File: src/rtl/core/rcs_pkg.sv
`timescale 1ns / 1ps
`default_nettype none

package rcs_pkg;

  // Default depth of the brace quantifier buffer.
  localparam int unsigned BraceDepthDef = 8;

  localparam logic [7:0] ParenMax = 8'hFF;

  // Characters with a meaning of their own.
  localparam logic [7:0] ChBackslash = 8'h5C;
  localparam logic [7:0] ChLBracket  = 8'h5B;
  localparam logic [7:0] ChRBracket  = 8'h5D;
  localparam logic [7:0] ChLParen    = 8'h28;
  localparam logic [7:0] ChRParen    = 8'h29;
  localparam logic [7:0] ChLBrace    = 8'h7B;
  localparam logic [7:0] ChRBrace    = 8'h7D;
  localparam logic [7:0] ChPlus      = 8'h2B;
  localparam logic [7:0] ChStar      = 8'h2A;
  localparam logic [7:0] ChQuest     = 8'h3F;
  localparam logic [7:0] ChCaret     = 8'h5E;
  localparam logic [7:0] ChDollar    = 8'h24;
  localparam logic [7:0] ChLowB      = 8'h62;
  localparam logic [7:0] ChUpB       = 8'h42;
  localparam logic [7:0] ChComma     = 8'h2C;
  localparam logic [7:0] ChZero      = 8'h30;
  localparam logic [7:0] ChNine      = 8'h39;

  typedef enum logic [2:0] {
    StIdle,
    StSetup,
    StPreFlush,
    StChar,
    StPostFlush
  } rcs_state_e;

  // Commands from the controller to the datapath.
  typedef struct packed {
    logic accept;
    logic load;
    logic sel_char;
    logic idx_inc;
    logic run_end;
  } rcs_cmd_t;

  // Status from the datapath to the controller.
  typedef struct packed {
    logic pre_flush;
    logic do_char;
    logic post_flush;
    logic idx_last;
    logic out_free;
  } rcs_stat_t;

endpackage

`default_nettype wire

File: src/rtl/core/rcs_in_if.sv
`timescale 1ns / 1ps
`default_nettype none

interface rcs_in_if;
  logic       valid;
  logic       ready;
  logic [7:0] char_in;
  logic       end_of_expr;

  modport source (output valid, output char_in, output end_of_expr, input ready);
  modport sink   (input valid, input char_in, input end_of_expr, output ready);
endinterface

`default_nettype wire

File: src/rtl/core/rcs_out_if.sv
`timescale 1ns / 1ps
`default_nettype none

interface rcs_out_if;
  logic       valid;
  logic       ready;
  logic [7:0] char_out;
  logic       new_part;
  logic       last_of_run;

  modport source (output valid, output char_out, output new_part, output last_of_run,
                  input ready);
  modport sink   (input valid, input char_out, input new_part, input last_of_run,
                  output ready);
endinterface

`default_nettype wire

File: src/rtl/core/regex_component_splitter.sv
// Regular expression component splitter.
//
// The input channel carries one expression character a beat, with
// end_of_expr marking the final character. The output channel echoes the
// characters as a component list: new_part flags a beat that opens a new
// component and last_of_run flags the final beat caused by one input beat.
// Brace quantifiers such as {2,5} are held in an internal buffer and
// appended to the current component when they close; a malformed or
// overfull group is given up and sent on as literal characters.
//
// An input beat is taken only while the controller is idle. Each beat then
// passes through a setup state, so that the buffer read port settles, and
// then sends its output beats, the buffered ones read one entry per cycle,
// while the output register is free: none for a buffered character, up
// to the whole buffer and the character itself when a full buffer is
// flushed. The output register lets the next input beat be taken while
// the last result waits. A stalled receiver holds the sequence; nothing
// is dropped. Reset clears the parser flags, the parenthesis depth, the
// buffer fill count and the output valid flag, but not the buffer contents.
`timescale 1ns / 1ps
`default_nettype none

module regex_component_splitter
  import rcs_pkg::*;
#(
  parameter int unsigned BraceDepth = BraceDepthDef
) (
  input  wire logic clk_i,
  input  wire logic rst_ni,
  rcs_in_if.sink    in_i,
  rcs_out_if.source out_o
);

  rcs_cmd_t  cmd;
  rcs_stat_t stat;

  // The controller sequences the beats of one input item.
  rcs_controller u_ctrl (
    .clk_i      (clk_i),
    .rst_ni     (rst_ni),
    .in_valid_i (in_i.valid),
    .in_ready_o (in_i.ready),
    .stat_i     (stat),
    .cmd_o      (cmd)
  );

  // The datapath keeps the parser flags, the brace buffer and the output
  // register.
  rcs_datapath #(
    .BraceDepth (BraceDepth)
  ) u_dp (
    .clk_i         (clk_i),
    .rst_ni        (rst_ni),
    .cmd_i         (cmd),
    .stat_o        (stat),
    .char_in_i     (in_i.char_in),
    .end_of_expr_i (in_i.end_of_expr),
    .out_valid_o   (out_o.valid),
    .out_ready_i   (out_o.ready),
    .char_out_o    (out_o.char_out),
    .new_part_o    (out_o.new_part),
    .last_of_run_o (out_o.last_of_run)
  );

endmodule

`default_nettype wire

File: src/rtl/core/rcs_controller.sv
`timescale 1ns / 1ps
`default_nettype none

module rcs_controller
  import rcs_pkg::*;
(
  input  wire logic      clk_i,
  input  wire logic      rst_ni,
  input  wire logic      in_valid_i,
  output logic           in_ready_o,
  input  wire rcs_stat_t stat_i,
  output rcs_cmd_t       cmd_o
);

  rcs_state_e state_q, state_d;

  always_ff @(posedge clk_i or negedge rst_ni) begin
    if (!rst_ni) begin
      state_q <= StIdle;
    end else begin
      state_q <= state_d;
    end
  end

  always_comb begin
    state_d    = state_q;
    cmd_o      = '0;
    in_ready_o = 1'b0;
    unique case (state_q)
      StIdle: begin
        in_ready_o = 1'b1;
        if (in_valid_i) begin
          cmd_o.accept = 1'b1;
          state_d      = StSetup;
        end
      end
      // The setup state lets the buffer read port settle on the first entry.
      StSetup: begin
        if (stat_i.pre_flush) begin
          state_d = StPreFlush;
        end else if (stat_i.do_char) begin
          state_d = StChar;
        end else if (stat_i.post_flush) begin
          state_d = StPostFlush;
        end else begin
          state_d = StIdle;
        end
      end
      StPreFlush: begin
        if (stat_i.out_free) begin
          cmd_o.load    = 1'b1;
          cmd_o.idx_inc = 1'b1;
          if (stat_i.idx_last) begin
            state_d = StChar;
          end
        end
      end
      StChar: begin
        if (stat_i.out_free) begin
          cmd_o.load     = 1'b1;
          cmd_o.sel_char = 1'b1;
          cmd_o.run_end  = !stat_i.post_flush;
          state_d        = stat_i.post_flush ? StPostFlush : StIdle;
        end
      end
      StPostFlush: begin
        if (stat_i.out_free) begin
          cmd_o.load    = 1'b1;
          cmd_o.idx_inc = 1'b1;
          if (stat_i.idx_last) begin
            cmd_o.run_end = 1'b1;
            state_d       = StIdle;
          end
        end
      end
      default: begin
        state_d = StIdle;
      end
    endcase
  end

endmodule

`default_nettype wire

File: src/rtl/core/rcs_datapath.sv
`timescale 1ns / 1ps
`default_nettype none

module rcs_datapath
  import rcs_pkg::*;
#(
  parameter int unsigned BraceDepth = BraceDepthDef
) (
  input  wire logic       clk_i,
  input  wire logic       rst_ni,
  input  wire rcs_cmd_t   cmd_i,
  output rcs_stat_t       stat_o,
  input  wire logic [7:0] char_in_i,
  input  wire logic       end_of_expr_i,
  output logic            out_valid_o,
  input  wire logic       out_ready_i,
  output logic [7:0]      char_out_o,
  output logic            new_part_o,
  output logic            last_of_run_o
);

  localparam int unsigned IdxW = (BraceDepth > 1) ? $clog2(BraceDepth) : 1;
  localparam int unsigned CntW = $clog2(BraceDepth + 1);

  // Parser flags.
  logic            escape_q, escape_d;
  logic            caret_q, caret_d;
  logic            word_q, word_d;
  logic            nword_q, nword_d;
  logic            bracket_q, bracket_d;
  logic [7:0]      paren_q, paren_d;
  logic            pending_q, pending_d;
  logic            has_digit_q, has_digit_d;
  logic            has_comma_q, has_comma_d;
  logic [CntW-1:0] count_q, count_d;
  logic            comp_open_q, comp_open_d;

  // Plan of the current item's beats.
  logic            pre_q, do_char_q, post_q;
  logic            flush_app_q, char_app_q;
  logic [CntW-1:0] len_q;
  logic [7:0]      char_q;
  logic            eoe_q;
  logic [IdxW-1:0] idx_q, idx_d;

  logic            plan_pre, plan_char, plan_post;
  logic            plan_flush_app, plan_char_app;
  logic [CntW-1:0] plan_len;
  logic            wr_en;
  logic            multi, brace_full, is_digit, is_comma, brace_ok;

  logic [7:0]      store_q [BraceDepth];
  logic [7:0]      rdata_q;

  logic            out_valid_q;
  logic [7:0]      out_char_q;
  logic            out_new_q, out_last_q;
  logic            out_free, beat_app;

  assign multi = bracket_q || (paren_q != '0) || escape_q || caret_q || word_q || nword_q;
  assign brace_full = (count_q >= CntW'(BraceDepth));
  assign is_digit   = (char_in_i >= ChZero) && (char_in_i <= ChNine);
  assign is_comma   = (char_in_i == ChComma);
  assign brace_ok   = is_digit || (is_comma && has_digit_q && !has_comma_q);

  always_comb begin
    escape_d       = escape_q;
    caret_d        = caret_q;
    word_d         = word_q;
    nword_d        = nword_q;
    bracket_d      = bracket_q;
    paren_d        = paren_q;
    pending_d      = pending_q;
    has_digit_d    = has_digit_q;
    has_comma_d    = has_comma_q;
    count_d        = count_q;
    plan_pre       = 1'b0;
    plan_char      = 1'b1;
    plan_post      = 1'b0;
    plan_flush_app = multi;
    plan_char_app  = multi;
    plan_len       = count_q;
    wr_en          = 1'b0;
    if (cmd_i.accept) begin
      unique case (char_in_i) inside
        ChBackslash: begin
          escape_d = !escape_q;
          caret_d  = 1'b0;
          word_d   = 1'b0;
          nword_d  = 1'b0;
        end
        ChLBracket, ChRBracket: begin
          if (!escape_q) begin
            bracket_d = (char_in_i == ChLBracket);
          end
          escape_d = 1'b0;
          caret_d  = 1'b0;
          word_d   = 1'b0;
          nword_d  = 1'b0;
        end
        ChLParen: begin
          if (!escape_q && (paren_q != ParenMax)) begin
            paren_d = paren_q + 8'd1;
          end
          escape_d = 1'b0;
          caret_d  = 1'b0;
          word_d   = 1'b0;
          nword_d  = 1'b0;
        end
        ChRParen: begin
          if (!escape_q && (paren_q != '0)) begin
            paren_d = paren_q - 8'd1;
          end
          escape_d = 1'b0;
          caret_d  = 1'b0;
          word_d   = 1'b0;
          nword_d  = 1'b0;
        end
        ChLBrace: begin
          if (!escape_q && !bracket_q) begin
            if (brace_full) begin
              plan_pre    = 1'b1;
              pending_d   = 1'b0;
              has_digit_d = 1'b0;
              has_comma_d = 1'b0;
              count_d     = '0;
            end else begin
              pending_d = 1'b1;
              wr_en     = 1'b1;
              count_d   = count_q + CntW'(1);
              plan_char = 1'b0;
            end
          end
          escape_d = 1'b0;
          caret_d  = 1'b0;
          word_d   = 1'b0;
          nword_d  = 1'b0;
        end
        ChRBrace: begin
          // A closed quantifier is appended to the current component.
          if (pending_q && has_digit_q) begin
            plan_pre       = 1'b1;
            plan_flush_app = 1'b1;
            plan_char_app  = 1'b1;
            pending_d      = 1'b0;
            has_digit_d    = 1'b0;
            has_comma_d    = 1'b0;
            count_d        = '0;
          end
          escape_d = 1'b0;
          caret_d  = 1'b0;
          word_d   = 1'b0;
          nword_d  = 1'b0;
        end
        ChPlus, ChStar, ChQuest, ChDollar: begin
          plan_char_app = 1'b1;
          escape_d      = 1'b0;
          caret_d       = 1'b0;
          word_d        = 1'b0;
          nword_d       = 1'b0;
        end
        ChCaret: begin
          if (!escape_q) begin
            caret_d = 1'b1;
          end
          escape_d = 1'b0;
          word_d   = 1'b0;
          nword_d  = 1'b0;
        end
        ChLowB: begin
          word_d   = escape_q;
          escape_d = 1'b0;
          caret_d  = 1'b0;
          nword_d  = 1'b0;
        end
        ChUpB: begin
          nword_d  = escape_q;
          escape_d = 1'b0;
          caret_d  = 1'b0;
        end
        default: begin
          if (pending_q) begin
            if (brace_ok && !brace_full) begin
              has_digit_d = 1'b1;
              if (is_comma) begin
                has_comma_d = 1'b1;
              end
              wr_en     = 1'b1;
              count_d   = count_q + CntW'(1);
              plan_char = 1'b0;
            end else begin
              // Malformed or overfull: give the buffer up as literals.
              plan_pre    = 1'b1;
              pending_d   = 1'b0;
              has_digit_d = 1'b0;
              has_comma_d = 1'b0;
              count_d     = '0;
            end
          end
          escape_d = 1'b0;
          caret_d  = 1'b0;
          word_d   = 1'b0;
          nword_d  = 1'b0;
        end
      endcase

      plan_len = plan_pre ? count_q : count_d;

      if (end_of_expr_i) begin
        plan_post   = pending_d;
        escape_d    = 1'b0;
        caret_d     = 1'b0;
        word_d      = 1'b0;
        nword_d     = 1'b0;
        bracket_d   = 1'b0;
        paren_d     = '0;
        pending_d   = 1'b0;
        has_digit_d = 1'b0;
        has_comma_d = 1'b0;
        count_d     = '0;
      end
    end
  end

  always_comb begin
    if (cmd_i.accept) begin
      idx_d = '0;
    end else if (cmd_i.idx_inc) begin
      idx_d = idx_q + IdxW'(1);
    end else begin
      idx_d = idx_q;
    end
  end

  always_comb begin
    comp_open_d = comp_open_q;
    if (cmd_i.load) begin
      comp_open_d = !(cmd_i.run_end && eoe_q);
    end
  end

  always_ff @(posedge clk_i or negedge rst_ni) begin
    if (!rst_ni) begin
      escape_q    <= 1'b0;
      caret_q     <= 1'b0;
      word_q      <= 1'b0;
      nword_q     <= 1'b0;
      bracket_q   <= 1'b0;
      paren_q     <= '0;
      pending_q   <= 1'b0;
      has_digit_q <= 1'b0;
      has_comma_q <= 1'b0;
      count_q     <= '0;
      comp_open_q <= 1'b0;
      pre_q       <= 1'b0;
      do_char_q   <= 1'b0;
      post_q      <= 1'b0;
      idx_q       <= '0;
      out_valid_q <= 1'b0;
    end else begin
      escape_q    <= escape_d;
      caret_q     <= caret_d;
      word_q      <= word_d;
      nword_q     <= nword_d;
      bracket_q   <= bracket_d;
      paren_q     <= paren_d;
      pending_q   <= pending_d;
      has_digit_q <= has_digit_d;
      has_comma_q <= has_comma_d;
      count_q     <= count_d;
      comp_open_q <= comp_open_d;
      idx_q       <= idx_d;
      if (cmd_i.accept) begin
        pre_q     <= plan_pre;
        do_char_q <= plan_char;
        post_q    <= plan_post;
      end
      out_valid_q <= cmd_i.load || (out_valid_q && !out_ready_i);
    end
  end

  always_ff @(posedge clk_i) begin
    if (cmd_i.accept) begin
      flush_app_q <= plan_flush_app;
      char_app_q  <= plan_char_app;
      len_q       <= plan_len;
      char_q      <= char_in_i;
      eoe_q       <= end_of_expr_i;
    end
    if (cmd_i.load) begin
      out_char_q <= cmd_i.sel_char ? char_q : rdata_q;
      out_new_q  <= !(beat_app && comp_open_q);
      out_last_q <= cmd_i.run_end;
    end
  end

  // Brace buffer, one write and one registered read per cycle.
  always_ff @(posedge clk_i) begin
    if (wr_en) begin
      store_q[count_q[IdxW-1:0]] <= char_in_i;
    end
    rdata_q <= store_q[idx_d];
  end

  assign beat_app = cmd_i.sel_char ? char_app_q : flush_app_q;
  assign out_free = !out_valid_q || out_ready_i;

  assign stat_o.pre_flush  = pre_q;
  assign stat_o.do_char    = do_char_q;
  assign stat_o.post_flush = post_q;
  assign stat_o.idx_last   = ((CntW'(idx_q) + CntW'(1)) == len_q);
  assign stat_o.out_free   = out_free;

  assign out_valid_o   = out_valid_q;
  assign char_out_o    = out_char_q;
  assign new_part_o    = out_new_q;
  assign last_of_run_o = out_last_q;

endmodule

`default_nettype wire

File: src/flat_wrapper.sv
// flat-port wrapper written by rule: the top's interface ports become plain ports
module regex_component_splitter_flat import rcs_pkg::*;
#(
  parameter int unsigned BraceDepth = BraceDepthDef
)
  (clk_i, rst_ni, in_i_valid, in_i_char_in, in_i_end_of_expr, in_i_ready, out_o_valid, out_o_char_out, out_o_new_part, out_o_last_of_run, out_o_ready);
  rcs_in_if in_i_i ();
  rcs_out_if out_o_i ();
  input  wire logic clk_i;
  input  wire logic rst_ni;
  input wire logic [$bits(in_i_i.valid)-1:0] in_i_valid;
  input wire logic [$bits(in_i_i.char_in)-1:0] in_i_char_in;
  input wire logic [$bits(in_i_i.end_of_expr)-1:0] in_i_end_of_expr;
  output wire logic [$bits(in_i_i.ready)-1:0] in_i_ready;
  output wire logic [$bits(out_o_i.valid)-1:0] out_o_valid;
  output wire logic [$bits(out_o_i.char_out)-1:0] out_o_char_out;
  output wire logic [$bits(out_o_i.new_part)-1:0] out_o_new_part;
  output wire logic [$bits(out_o_i.last_of_run)-1:0] out_o_last_of_run;
  input wire logic [$bits(out_o_i.ready)-1:0] out_o_ready;
  assign in_i_i.valid = in_i_valid;
  assign in_i_i.char_in = in_i_char_in;
  assign in_i_i.end_of_expr = in_i_end_of_expr;
  assign in_i_ready = in_i_i.ready;
  assign out_o_valid = out_o_i.valid;
  assign out_o_char_out = out_o_i.char_out;
  assign out_o_new_part = out_o_i.new_part;
  assign out_o_last_of_run = out_o_i.last_of_run;
  assign out_o_i.ready = out_o_ready;
  regex_component_splitter #(.BraceDepth(BraceDepth)) u_core (.clk_i(clk_i), .rst_ni(rst_ni), .in_i(in_i_i), .out_o(out_o_i));
endmodule
File: config.mk
export PLATFORM = sky130hd
export DESIGN_NAME = regex_component_splitter_flat
export DESIGN_NICKNAME = d
export VERILOG_FILES = /design/src/rtl/core/rcs_pkg.sv /design/src/rtl/core/rcs_in_if.sv /design/src/rtl/core/rcs_out_if.sv /design/src/rtl/core/regex_component_splitter.sv /design/src/rtl/core/rcs_controller.sv /design/src/rtl/core/rcs_datapath.sv /design/src/flat_wrapper.sv
export SDC_FILE = /design/constraint.sdc
export NUM_CORES = 1
export LEC_CHECK = 0
export BUFFER_PORTS_ARGS = -buffer_cell sky130_fd_sc_hd__buf_2
export CORE_AREA = 8 8 113 115
export DETAILED_ROUTE_END_ITERATION = 10
export DIE_AREA = 0 0 121 123
export PLACE_DENSITY = 0.75
export SLEW_MARGIN = 20
export SYNTH_ARGS = -nofsm -noshare
export SYNTH_HDL_FRONTEND = slang
export SYNTH_HIERARCHICAL = 1
export SYNTH_SLANG_ARGS = --single-unit
File: constraint.sdc
create_clock -name clk_i -period 3.1 [get_ports clk_i]
set_input_delay 0.155 -clock clk_i [delete_from_list [all_inputs] [get_ports clk_i]]
set_output_delay 0.155 -clock clk_i [all_outputs]
set_load 0.005 [all_outputs]
==> reports/metrics.csv <==
stage,metric,value,unit
run_status,status,"finished, final reports clean",
place,dpl hpwl,8660,um
synth,share of the synthesized area in the top cell type,44.3,%
grt,vias in the first global route,4031,
critical_path,"Arr. time, crit path",3.04,ns
detailed_routing,number of vias per cell,6.01,
die,site row count,39,
critical_path,Worst Setup Path Type,register to register,
power_and_ir_drop,Worst VDD drop,0.000553,V
detailed_routing,Vias,3989,
die,I/O pin cnt,25,
place,DP Cell Count,631,
synth,Synth area leaders,"edfxtp_1 (44%), dfrtp_1 (13%), mux2i_1 (5.5%)",
timing,Final Skew,0.00714,ns
synth,largest family of logic cells by synthesized area,simple AND/OR/NAND/NOR gates,
synth,synth warn,6,
critical_path,crit-path max FO,18,
detailed_routing,Post-route DRC,0,
synth,most common cell in the netlist,edfxtp_1,
run,# Max-Cap Violations,0,
place,Final GP Congestion,0.927,
detailed_routing,ANT nets after route,0,
timing,RSZ-0062 raised after global routing,false,
synth,Synth Cell Area,0.00604,mm^2
cts,Setup Buffers After CTS,0,
timing,Pins Over Slew Limit,0,
synth,Synth Flop Type,edfxtp_1,
timing,Worst Tran Pin Value,0.748,ns
synth,simple-gate share of the synthesized area,11.5,%
synth,xor and xnor area share after synthesis,2.18,%
timing,setup_tns,0,ns
timing,final hold slack,0.0941,ns
critical_path,critical path's largest stage delay,0.55,ns
place,Port-buffer cells,24,
synth,post-synth cell types,71,
timing,Period minus WS final,2.69,ns
grt,initial antenna violation count,0,
critical_path,Startpoint Class,register,
synth,Synth Area per Inst,13.0,um^2
final_layout,Syn-to-layout area delta,16.2,%
die,die width,121,um
grt,Overflow after GRT,0,
synth,compound-gate portion of the synthesized area,9.81,%
synth,Synth Area in Adders,2.20,%
die,Die Y,123,um
timing,Max Clock Freq,371,MHz
critical_path,CP endpoint kind,register,
critical_path,"Req. time, crit path",3.45,ns
synth,sequential area share after synthesis,59.8,%
hold_path,hold crit path type,input port to register,
synth,mux cell area share after synthesis,10.9,%
power_and_ir_drop,Pwr Total,5.97,mW
synth,Synth Register Bits,128,
timing,final setup vio count,0,
critical_path,Worst path most repeated cell,mux2i_1,
timing,Final Hold Vio Count,0,
synth,number of flops mapped to enable cells by yosys,89,
final_layout,ant diodes,0,
synth,most frequent cells after synthesis,"edfxtp_1 (89), mux2i_1 (33), dfrtp_1 (31), nand2_1 (31), nor2_1 (24)",
die,Starting Density,54.5,%
grt,global-route wire length before repair,21400,um
cts,CTS tree,yes,
final_layout,Register Area,0.00361,mm^2
power_and_ir_drop,Leak,2.61,nW
critical_path,CP max stage cell,nor2_4,
cts,CTS Root Cell,clkbuf_16,
die,core region area,0.0111,mm^2
grt,pin count of the biggest net entering global routing,32,
detailed_routing,routed wire length,13500,um
timing,Slew HR,50.1,%
timing,fin crit share,86.8,%
cts,CTS Sinks,128,
synth,Post-synth ARST share,24.2,%
grt,GRT Total Usage,18.9,%
synth,dominant cell type by area after synthesis,edfxtp_1,
cts,Worst-path clk slew,0.06,ns
detailed_routing,First DRT Iteration DRCs,416,
cts,worst skew pair latency,0.41,ns
die,die area,0.0149,mm^2
final_layout,nets,531,
power_and_ir_drop,pwr dens,850,mW/mm^2
final_layout,multi-input logic area,0.00221,mm^2
critical_path,CP cell instances,nand2b_1 > nor3b_1 > buf_4 > mux2i_1 > nor2_4 > buf_16 > mux2i_1 > mux4_2 > inv_1,
final_layout,proportion of layout cells with a drive suffix above 1,23.2,%
cts,deepest clock path buffer count,2,
final_layout,Post-Layout Cell Count,664,
cts,htree depth,4,
synth,Post-Synthesis Net Count,487,
detailed_routing,wire length per cell,20.3,um
synth,Syn Inst Count,464,
cts,Num CTS Buffers,17,
detailed_routing,Initial DRT Pass Iterations,5,
final_layout,fillers,805,
-- cell families after synthesis --
logic type               after synthesis
flip-flops                           128
XOR/XNOR                              15
AND/OR/NAND/NOR                      127
multiplexers                          54
adder cells (fa/ha/maj)               10
AO/OA/AOI/OAI                         81
buffers and inverters                 49
-- sequential cells by signal (all words and copies together) (netlist names), 3 cells and up --
| signal | cells |
|---|---|
| u_core/u_dp/len_q | 4 |
| u_core/u_dp/paren_q | 8 |
| u_core/u_ctrl/state_q | 3 |
| u_core/u_dp/char_out_o | 8 |
| u_core/u_dp/idx_q | 3 |
| u_core/u_dp/char_q | 8 |
| u_core/u_dp/count_q | 4 |
| u_core/u_dp/rdata_q | 8 |
| u_core/u_dp/store_q | 64 |
-- cell usage in the layout, fill, tap and decap left out, types with 4 or more instances in the layout --
master / count
mux4_2: 8
a211oi_1: 4
nor2_1: 23
a22o_1: 6
inv_1: 20
and2_1: 4
nor3_1: 14
o211ai_1: 5
ha_1: 9
xor2_1: 7
nand4_1: 4
clkbuf_16: 17
nand3_1: 10
inv_6: 7
nor4_1: 5
xnor2_1: 8
dfxtp_1: 8
a21o_1: 4
o21ai_0: 11
a21oi_1: 13
dfrtp_1: 31
edfxtp_1: 89
or2_2: 4
nor2b_1: 5
buf_2: 24
nand2_1: 31
mux2i_1: 33
mux2_2: 13
buf_4: 27
-- repair_timing --
item | in CTS | in global routing
gates resized for setup | 0 | 0
hold buffers | 1 | 0
endpoints found under the hold margin | 31 | 0
-- through the flow --
stage	util [%]	setup slack, ns	instance area (um^2)
2_1_floorplan	-	-0.0768	6040
3_3_place_gp	57.8	0.262	6400
3_5_place_dp	58.1	0.241	6430
4_1_cts	63.3	0.391	7010
5_1_grt	63.3	0.285	7010
6_report	63.3	0.408	7010
-- critical path, delay by kind of cell (launching register included) --
kind / cells / cell delay (ns)
and+or+nand+nor: 3 / 1.01
DFF: 1 / 0.38
buffers and inverters: 3 / 0.54
muxes: 3 / 0.67
-- final cells by class --
type | count | share of cell area, %
clock buffers | 17 | 6.06
flip-flops and latches | 128 | 51.4
clock inverters | 15 | 2.10
multi-input cells | 287 | 31.6
inverters | 21 | 1.12
repair buffers | 53 | 5.14
well taps | 143 | 2.55
-- routing by layer --
layer  global-route usage [%]  vias up  part of all wire [%]
met4                     7.73        0                   2.0
met3                     4.25       22                   4.9
met5                        0        -                     0
met1                     22.9     1985                    43
li1                         -     1847                     -
met2                     32.3      135                    50
-- power by group --
group | internal [mW] | switching (mW) | leakage [nW]
registers | 2.16 | 0.152 | 1.28
logic | 0.828 | 0.906 | 1.06
clock network | 1.12 | 0.791 | 0.274
total | 4.12 | 1.85 | 2.61
-- final timing paths --
path                                              startpoint                                  end  slack [ns]  depth (start not counted)
setup / recovery           u_core/u_dp/out_valid_o$_DFF_PN0_       u_core/u_dp/rdata_q[4]$_DFF_P_        0.41                          9
hold / removal                               in_i_char_in[3]  u_core/u_dp/store_q[2][3]$_DFFE_PP_        0.09                          1
setup reg to reg           u_core/u_dp/out_valid_o$_DFF_PN0_       u_core/u_dp/rdata_q[4]$_DFF_P_        0.41                          9
hold reg to reg              u_core/u_dp/nword_q$_DFFE_PN0P_      u_core/u_dp/nword_q$_DFFE_PN0P_        0.50                          2
max in group asynchronous                             rst_ni   u_core/u_dp/paren_q[6]$_DFFE_PN0P_        2.28                          2
min in group asynchronous                             rst_ni     u_core/u_dp/escape_q$_DFFE_PN0P_        0.34                          2
Power figures use the tool's default switching activity.
